--- src/design/esp_pkg.sv ---
// Shared constants, types and datapath command codes for the encoder speed
// and position estimator. No dependencies; every other design file imports it.
`timescale 1ns / 1ps
`default_nettype none

package esp_pkg;

  // Channel count and field widths
  localparam int CHANNELS   = 4;
  localparam int CH_W       = $clog2(CHANNELS);
  localparam int CNT_W      = 16;
  localparam int RPM_W      = 32;
  localparam int POS_W      = 48;
  localparam int SCALE_W    = 24;
  localparam int ALPHA_W    = 17;
  localparam int ALPHA_SH   = 16;

  // Shared multiplier: signed A by signed B
  localparam int MUL_A_W    = RPM_W + 1;
  localparam int MUL_B_W    = SCALE_W + 1;
  localparam int PROD_W     = MUL_A_W + MUL_B_W;

  // Configuration port
  localparam int CFG_IDX_W  = 3;
  localparam int CFG_DATA_W = 24;

  localparam logic [CFG_IDX_W-1:0] REG_DIR_MASK    = 3'd0;
  localparam logic [CFG_IDX_W-1:0] REG_RPM_PER_TICK = 3'd1;
  localparam logic [CFG_IDX_W-1:0] REG_FILTER_EN   = 3'd2;
  localparam logic [CFG_IDX_W-1:0] REG_FILTER_ALPHA = 3'd3;
  localparam logic [CFG_IDX_W-1:0] REG_RAD_PER_TICK = 3'd4;

  // Register reset values
  localparam logic [CHANNELS-1:0] DIR_MASK_RST   = '1;
  localparam logic [SCALE_W-1:0]  RPM_TICK_RST   = 24'd48000;
  localparam logic                FILTER_EN_RST  = 1'b1;
  localparam logic [ALPHA_W-1:0]  ALPHA_RST      = 17'd16384;
  localparam logic [ALPHA_W-1:0]  ALPHA_ONE      = 17'h10000;
  localparam logic [SCALE_W-1:0]  RAD_TICK_RST   = 24'd411775;

  typedef struct packed {
    logic [CHANNELS-1:0] dir_mask;
    logic [SCALE_W-1:0]  rpm_per_tick;
    logic                filter_en;
    logic [ALPHA_W-1:0]  alpha;
    logic [SCALE_W-1:0]  rad_per_tick;
  } cfg_t;

  // Datapath operations, one per controller step
  typedef enum logic [2:0] {
    OP_NONE,
    OP_CAPTURE,
    OP_DELTA,
    OP_MUL_RPM,
    OP_SAT_POS,
    OP_MUL_FLT,
    OP_AVG,
    OP_EMIT
  } dp_op_t;

  typedef struct packed {
    dp_op_t          op;
    logic [CH_W-1:0] ch;
    logic            last;
  } dp_cmd_t;

endpackage

`default_nettype wire

--- src/design/esp_ctrl.sv ---
// Sequencer for the estimator: walks each channel through the steps of the
// shared multiplier and owns the handshake state. Depends on esp_pkg.
`timescale 1ns / 1ps
`default_nettype none

module esp_ctrl
  import esp_pkg::*;
(
  input  wire logic    clk,
  input  wire logic    rst_n,
  input  wire logic    in_valid,
  output logic         in_ready,
  output logic         out_valid,
  input  wire logic    out_ready,
  output dp_cmd_t      cmd
);

  typedef enum logic [2:0] {
    S_IDLE,
    S_DELTA,
    S_MUL_RPM,
    S_SAT_POS,
    S_MUL_FLT,
    S_AVG,
    S_EMIT
  } state_t;

  state_t          state_r, state_nxt;
  logic [CH_W-1:0] ch_r, ch_nxt;
  logic            out_valid_r, out_valid_nxt;
  logic            last_ch;

  assign last_ch   = (ch_r == CH_W'(CHANNELS - 1));
  assign out_valid = out_valid_r;

  // Next state, commands and handshake
  always_comb begin
    state_nxt     = state_r;
    ch_nxt        = ch_r;
    out_valid_nxt = out_valid_r && !out_ready;
    in_ready      = 1'b0;
    cmd.op        = OP_NONE;
    cmd.ch        = ch_r;
    cmd.last      = last_ch;
    unique case (state_r)
      S_IDLE: begin
        in_ready = 1'b1;
        if (in_valid) begin
          cmd.op    = OP_CAPTURE;
          ch_nxt    = '0;
          state_nxt = S_DELTA;
        end
      end
      S_DELTA: begin
        cmd.op    = OP_DELTA;
        state_nxt = S_MUL_RPM;
      end
      S_MUL_RPM: begin
        cmd.op    = OP_MUL_RPM;
        state_nxt = S_SAT_POS;
      end
      S_SAT_POS: begin
        cmd.op    = OP_SAT_POS;
        state_nxt = S_MUL_FLT;
      end
      S_MUL_FLT: begin
        cmd.op    = OP_MUL_FLT;
        state_nxt = S_AVG;
      end
      S_AVG: begin
        cmd.op    = OP_AVG;
        state_nxt = S_EMIT;
      end
      S_EMIT: begin
        // Hold until the output register is free or being drained
        if (!out_valid_r || out_ready) begin
          cmd.op        = OP_EMIT;
          out_valid_nxt = 1'b1;
          if (last_ch) begin
            state_nxt = S_IDLE;
          end else begin
            ch_nxt    = ch_r + CH_W'(1);
            state_nxt = S_DELTA;
          end
        end
      end
      default: state_nxt = S_IDLE;
    endcase
  end

  // State and registered outputs
  always_ff @(posedge clk) begin
    if (!rst_n) begin
      state_r     <= S_IDLE;
      ch_r        <= '0;
      out_valid_r <= 1'b0;
    end else begin
      state_r     <= state_nxt;
      ch_r        <= ch_nxt;
      out_valid_r <= out_valid_nxt;
    end
  end

endmodule

`default_nettype wire

--- config.mk ---
export PLATFORM = sky130hd
export DESIGN_NAME = esp_ctrl
export DESIGN_NICKNAME = d
export VERILOG_FILES = /design/src/design/esp_pkg.sv /design/src/design/esp_ctrl.sv
export SDC_FILE = /design/constraint.sdc
export NUM_CORES = 1
export LEC_CHECK = 0
export ABC_CLOCK_PERIOD_IN_PS = 1300
export BUFFER_PORTS_ARGS = -buffer_cell sky130_fd_sc_hd__clkbuf_2
export CORE_AREA = 3 3 40 42
export DETAILED_ROUTE_END_ITERATION = 8
export DIE_AREA = 0 0 43 45
export HOLD_SLACK_MARGIN = 0.15
export PLACE_DENSITY_LB_ADDON = 0.3
export SLEW_MARGIN = 0
export SYNTH_ARGS = -nofsm -noshare
export SYNTH_HDL_FRONTEND = slang
export SYNTH_SLANG_ARGS = --single-unit
--- constraint.sdc ---
create_clock -name clk -period 1.3 [get_ports clk]
set_clock_uncertainty 0.2 [all_clocks]
set_input_delay 0.065 -clock clk [delete_from_list [all_inputs] [get_ports clk]]
set_output_delay 0.065 -clock clk [all_outputs]
set_load 0.1 [all_outputs]
* Yosys cells after proc, flatten, opt, wreduce, memory -nomap -nowiden
Cells that the tools add are included.
** Word-level totals
- Flip-flop bits (word level) :: 6
- Input bits :: 4
- Output and inout bits :: 8
- Logic and storage cells :: 36
** Cells by class
- Add/sub/neg operators :: 1
- Reduce and logical (&&, ||, !) cells :: 8
- Mux-type cells :: 14
- Eq/ne operators :: 10
** Operator list (number)
- 3-bit case mux with 7 select lines :: 2
- 3-bit == test, second input constant :: 3
- 3-bit two-way mux :: 3
- 3-bit by 2-bit == test with 1-bit output, second input constant :: 2
- 2-bit two-way mux :: 3
- 2-bit != test, second input constant :: 3
- 1-bit two-way mux :: 5
- 2-bit case mux with 2 select lines :: 1
- 4-bit AND reduction :: 1
- 3-bit by 1-bit == test with 1-bit output, second input constant :: 1
- 3-bit logical NOT :: 1
- 2-bit by 1-bit adder with 2-bit output, second input constant :: 1
- 2-bit == test, second input constant :: 1
- 1-bit logical NOT :: 2
- 2-bit AND reduction :: 1
- 2-bit nonzero test :: 1
- 1-bit logical AND :: 1
- 1-bit logical OR :: 1

* Depth between registers and ports, before layout
Gate-level depths: netlist of the first run.
- Depth in word-level cells :: 4
- Depth in mapped cells :: 4
- Depth with buffers taken out :: 3

* Worst setup path after synthesis of the first run
OpenSTA, ideal clock, no wires.
- Kind :: reg-to-reg
- Start :: register out_valid_r (netlist: out_valid)
- End :: register state_r[0]
- Data required time :: 1.026 ns
- Clock period less this slack :: 4.039 ns
- Cell stages (with the launch flop) :: 4
- Setup time :: 0.074 ns
- Buffers on the path :: 0
- Setup slack :: -2.739 ns
- Arrival time :: 3.765 ns
- Path through :: dfxtp_1 and2b_4 a311oi_1 and3_1
** Between the ends
- Cells in the longest elaborated chain, start to end :: 4
** Ends and longest elaborated chain
- start, declared :: RTL line esp_ctrl.sv:30 : logic out_valid_r, out_valid_nxt;
- start signal, assigned :: RTL line esp_ctrl.sv:100 : out_valid_r <= out_valid_nxt;
- 1-bit logical NOT :: RTL line esp_ctrl.sv:76 : if (!out_valid_r || out_ready) begin
- 1-bit logical OR :: RTL line esp_ctrl.sv:76
- 2-bit != test (no line)
- 2-bit AND reduction (no line)
- end signal, assigned :: RTL line esp_ctrl.sv:98 : state_r <= state_nxt;
- end, declared :: RTL line esp_ctrl.sv:28 : state_t state_r, state_nxt;
No other way between the ends.
A chain may end at the register's enable or synchronous reset.

==> results.md, run 1 <==
- Status: finished with violations
- Failing checks: setup timing
- Least-Margin Pin Slew: 0.339 ns
- Core Footprint: 0.00128 mm2
- Fin util: 0.583
- Antenna violations before repair: 0
- Buffers on Ports: 11
- Slew Limit Fails: 0
- CTS sink count: 6
- Synth area leaders: dfxtp_1, mux2i_1, nand2b_1
- CP Launch Type: register
- Gate Count Post-Synth: 41
- I/O pin total: 12
- Starting DRT DRC Count: 4
- Detailed Route WL: 942 um
- Top Metal Used: met3
- Main synth FF type: dfxtp_1
- Largest net degree at the start of global routing: 10
- Area leader, netlist: dfxtp_1
- Power Internal: approximately 0.43 mW
- Layout cells sized above 1: 0.652
- Gate power share: 0.446
- Worst-path clk slew: 0.06 ns
- PwrDens: 932 mW/mm2
- Post-synthesis sequential area ratio: 0.330
- Pre-antenna DRT Iters: 2
- CTS tree: built
- Final hold viol count: 0
- CTS Buf Count: 3
- Num rows: 13
- Final setup margin: -0.254 ns
- Final period utilization: 1.20
- DRT met1 WL: 414 um
- Commonest cells in the netlist: dfxtp_1, nand2b_1, nand3_1
- Avg Cell Area, Syn: 8.88 um2
- Die height: 45 um
- Slowest CP cell: dfxtp_4
- Yosys synthesis warning count: 0
- First-pass GRT wire length: 1660 um
- Htree depth: 1
- CP Capture Type: output port
- Detailed placement HPWL: 640 um
- Root Buffer: clkbuf_4
- Number of synthesized flops with an enable pin: 0
- Wire length on met3: 65 um
- Drt drc: 0
- Vias in the first global route: 371
- Die area: 0.00194 mm2
- CP cell instances: buf_6, a311oi_4, buf_12
- Hold_buf cts: 2
- Clk pwr share: 0.273
- Static Leak: 0.310 nW
- Wire per inst: 11.6 um
- Routed length on met2: 462 um
- Kind of critical path: reg -> out
- RD Place Congestion: 0.758
- Hold Path Class: in -> reg
- Top-count cell post-synth: dfxtp_1
- Initial Util: 0.283
- Fillers: ~110
- Congestion Overflow GR: 0
- Clk Latency, worst-skew pair: about 0.25 ns
- CP Data Arrival Time: 1.29 ns
- Final Power: 0.699 mW
- Max transition margin: 0.772
- GRT Overall Usage: 0.115
- ANT nets after route: 0
- Req. time, crit path: roughly 1 ns
- Vias per inst: 4.89
- Die X: 43 um
- Worst Path Max Fanout: 7
- Unrepaired setup endpoints after global routing: true
- Fmax: approximately 640 MHz
- Max Cap Violations: 0
- Syn_nets: 46
- Top-area cell type share of the netlist area: 0.330
- # setup viols final: 8
- Ant diodes: 0
- Ys async rst share: 0
- Netlist cell types: 26
- Peak VDD IR: 0.000566 V
- Dpl ws: -0.0483 ns
- Vias: ~400
- Cell Area, Synth: between 300 and 400 um2
- Longest Clk Path Bufs: 2
- Switching part of the total power: 0.378
- Layout Nets: 72
- Tmin final: 1.55 ns
- Sw power: about 0.26 mW
- CP max stage delay: between 0.3 and 0.4 ns
- Synth Register Bits: 6
- P&R area growth vs syn: 106%
- Sequential share of power: 0.282
==> cell usage in the layout, fill, tap and decap left out <==
cell type      netlist  layout
nand2b_1             3       3
o21ai_0              2       1
dfxtp_2              0       2
o21a_1               1       1
clkbuf_2             0       3
clkbuf_1             0       1
a21boi_1             0       1
a311oi_4             0       1
or4b_4               1       1
a21oi_1              2       2
and2b_4              1       1
buf_12               0       8
nor3_2               1       2
mux2i_1              2       2
or2_4                0       1
dfxtp_4              0       4
nor3b_1              1       1
o21ai_1              0       1
a21o_4               0       1
nor2b_1              1       1
and3_1               1       1
buf_4                1       9
nand3_2              0       2
nand2_1              2       2
clkbuf_4             0       3
dlygate4sd3_1        0       2
buf_6                1       3
nand3_1              3       1
nor3_1               2       1
a31o_2               1       1
nor2_1               1       1
nand3b_1             1       1
ha_4                 0       1
==> layer usage <==
metal | vias up | GRT usage
met1 | 185 | 0.153
met2 | 12 | 0.171
li1 | 199 | -
met4 | 0 | 0.0181
met3 | 0 | 0.0598
met5 | - | 0
==> timing repair <==
| action | 4_1_cts | 5_1_grt |
|---|---|---|
| pin swaps | 4 | 2 |
| gates cloned | 0 | 0 |
| gates resized for setup | 11 | 2 |
| endpoints found under the setup margin | 8 | 9 |
| hold endpoints to repair | 6 | 1 |
| setup buffers | 4 | 0 |
==> critical path, delay by kind of cell, from the launching register on <==
family                 cells  cell delay [ns]
AOI/OAI and AO/OA          1             0.34
DFF                        1             0.35
buffers and inverters      2             0.35
==> final timing paths <==
check	from	end	slack, ns	cells after the start
worst max-delay path	state_r[1]$_SDFFE_PN0P_	cmd[3]	-0.25	3
worst min-delay path	in_valid	ch_r[1]$_SDFFE_PN0P_	0.11	4
worst max register to register	state_r[0]$_SDFFE_PN0P_	ch_r[0]$_SDFFE_PN0P_	-0.12	4
worst min register to register	state_r[1]$_SDFFE_PN0P_	state_r[0]$_SDFFE_PN0P_	0.38	2
==> cells by family after synthesis <==
kind of cell,Yosys count,share of synthesized area
AOI/OAI and AO/OA,9,0.165
adders and majority gates,1,0.0344
buffers and inverters,4,0.0790
DFF,6,0.330
muxes,2,0.0550
and+or+nand+nor,19,0.337
==> final cells by class <==
| type | instances | area [um2] | area share |
|---|---|---|---|
| Multi-Input combinational cell | 31 | 270 | 0.361 |
| Sequential cell | 6 | 138 | 0.184 |
| Clock buffer | 4 | 26.3 | 0.0351 |
| Tap cell | 15 | 18.8 | 0.0250 |
| Timing Repair Buffer | 25 | 297 | 0.396 |
==> stage by stage <==
| step | hold slack, ns | instances | setup TNS [ns] | area (um2) |
|---|---|---|---|---|
| finish | 0.113 | 81 | -1.16 | 749 |
| global route | 0.140 | 81 | -1.52 | 749 |
| CTS | 0.0978 | 81 | -1.26 | 749 |
| detailed placement | 0.208 | 71 | -0.184 | 633 |
| global placement | 0.212 | 71 | -0.130 | 633 |
| floorplan | 0.0841 | 41 | -2.33 | 412 |
==> state kept, by name, summed over array words and instances, names as in the netlist <==
register and count:
ch_r 2, state_r 3, out_valid 1
==> power by group through the flow <==
stage               registers [mW]  clock network (mW)  logic, mW
floorplan                    0.200                   0      0.193
global placement             0.197                   0      0.290
detailed placement           0.198                   0      0.291
CTS                          0.196               0.201      0.312
global route                 0.197               0.210      0.322
finish                       0.197               0.190      0.311
No activity file was read; power rests on OpenSTA's default activity.
==> inputs of run 2 (changes only) <==
--- a/config.mk
+++ b/config.mk
@@ -7,9 +7,9 @@
 export LEC_CHECK = 0
 export ABC_CLOCK_PERIOD_IN_PS = 1300
 export BUFFER_PORTS_ARGS = -buffer_cell sky130_fd_sc_hd__clkbuf_2
-export CORE_AREA = 3 3 40 42
+export CORE_AREA = 2 2 39 41
 export DETAILED_ROUTE_END_ITERATION = 8
-export DIE_AREA = 0 0 43 45
+export DIE_AREA = 0 0 41 43
 export HOLD_SLACK_MARGIN = 0.15
 export PLACE_DENSITY_LB_ADDON = 0.3
 export SLEW_MARGIN = 0
==> constraint.sdc (replaced) <==
create_clock -name clk -period 1.3 [get_ports clk]
set_clock_uncertainty 0.2 [all_clocks]
set_input_delay 0 -clock clk [delete_from_list [all_inputs] [get_ports clk]]
set_output_delay 0 -clock clk [all_outputs]
set_load 0.1 [all_outputs]
==> run 2 against run 1 <==
The run still ends with setup timing left. Register-to-register slack worse by 0.06 ns. Fmax rose by 4.4%. Routed wire length grew 6.3%. Die area is 8.9% lower. Largest cell class unchanged. Worst setup slack gained 0.066 ns. Power grew 0.32%. Critical path depth unchanged.
==> results.md, run 2 (synthesized netlist as in run 1, its figures left out) <==
- R2R depth: 4
- Fin util: 0.562
- Final period utilization: 1.14
- Final setup margin: -0.188 ns
- Die height: 43 um
- Fmax: 672 MHz
- Antenna violations before repair: 0
- PwrDens: roughly 900 mW/mm2
- Layout Nets: 71
- Vias in the first global route: 409
- Congestion Overflow GR: 0
- Pre-antenna DRT Iters: 3
- Detailed Route WL: 1000 um
- Commonest non-fill, non-tap cell in the layout: buf_12
- Slew Limit Fails: 0
- Largest register by flop count: state_r
- Failing checks: setup timing
- Clk Latency, worst-skew pair: 0.25 ns
- Largest net degree at the start of global routing: 10
- Detailed placement HPWL: ~700 um
- CP Data Arrival Time: 1.29 ns
- Die area: 0.00176 mm2
- CTS Buf Count: 3
- Hold_buf cts: 2
- Htree depth: 1
- Peak VDD IR: approximately 0.00055 V
- Final hold viol count: 0
- Core Footprint: between 0.001 and 0.0015 mm2
- Unrepaired setup endpoints after global routing: true
- ANT nets after route: 0
- P&R area growth vs syn: 114%
- Die X: 41 um
- I/O pin total: 12
- Starting DRT DRC Count: 9
- Fillers: about 130
- Initial Util: 0.263
- RD Place Congestion: 0.740
- Least-Margin Pin Slew: roughly 0.31 ns
- Register Area: approximately 140 um2
- Static Leak: 0.310 nW
- Max reg flops: 3
- Worst-path clk slew: 0.05 ns
- Buffers on Ports: 11
- Hold slack: 0.0488 ns
- Longest Clk Path Bufs: 2
- Vias per inst: 4.98
- Status: finished with violations
- GRT Overall Usage: 0.146
- Kind of critical path: reg -> out
- Most frequent cells in the layout: buf_12, buf_4, dfxtp_4
- Num rows: 14
- Max Cap Violations: 0
- Ant diodes: 0
- Tmin final: 1.49 ns
- CTS tree: built
- Hold Path Class: in -> reg
- Vias: 403
- First-pass GRT wire length: 1700 um
- Worst Path Max Fanout: 4
- Req. time, crit path: 1.10 ns
- Hold path depth: 4
- Max transition margin: 0.792
- CP Capture Type: output port
- # setup viols final: 6
- Layout cells sized above 1: 0.708
- Root Buffer: clkbuf_4
- CP Launch Type: register
- Drt drc: 0
- CTS sink count: 6
- Wire per inst: 12.4 um
- Multi-input gate area: 293 um2
## run 2: changes by cell type in the layout (fill, tap and decap cells not counted), moves of 2 or more
cell	previous run	this run
buf_4	9	7
nand2b_1	3	1
dfxtp_2	2	0
dfxtp_4	4	6
nand2b_4	0	2
## run 2: power breakdown
group	internal [mW]	switching, mW
logic	0.133	0.181
registers	0.185	0.0108
clock network	0.117	0.0739
total	0.435	0.266
## run 2: worst paths after layout
check | from | endpoint | slack (ns)
setup / recovery | state_r[2]$_SDFFE_PN0P_ | cmd[3] | -0.19
hold / removal | in_valid | ch_r[0]$_SDFFE_PN0P_ | 0.05
setup reg to reg | state_r[2]$_SDFFE_PN0P_ | ch_r[1]$_SDFFE_PN0P_ | -0.18
hold reg to reg | ch_r[1]$_SDFFE_PN0P_ | ch_r[1]$_SDFFE_PN0P_ | 0.33
## run 2: metrics by stage
step	setup TNS (ns)	area [um2]	power [mW]	worst slack [ns]	cells
detailed placement	-0.0984	634	0.487	-0.0522	72
CTS	-0.857	757	0.700	-0.188	81
global placement	-0.0410	634	0.486	-0.0246	72
floorplan	-2.07	408	0.392	-0.773	41
global route	-1.12	778	0.731	-0.208	81
finish	-0.909	778	0.701	-0.188	81
## run 2: layout make-up
cell class | count | share of cell area
well taps | 16 | 0.0257
flip-flops and latches | 6 | 0.183
repair buffers | 24 | 0.381
clock buffers | 4 | 0.0338
multi-input cells | 31 | 0.376
## run 2: critical path, stage by stage (launching register included)
cell and delay, ns:
dfxtp_4 0.36, buf_6 0.12, a311oi_4 0.34, buf_12 0.22
## run 2: metal layers
layer | up-vias | global-route usage | routed length (um)
li1 | 195 | - | -
met1 | 195 | 0.153 | 377
met2 | 11 | 0.250 | 546
met3 | 2 | 0.0314 | 58
met4 | 0 | 0.0800 | 18
met5 | - | 0 | 0
## run 2: what timing repair did
| item | in CTS | in global routing |
|---|---|---|
| gates resized for setup | 15 | 5 |
| pin swaps | 3 | 1 |
| buffers inserted | 3 | 0 |
| hold endpoints to repair | 6 | 2 |
| setup endpoints to repair | 8 | 8 |
| gates cloned | 0 | 0 |
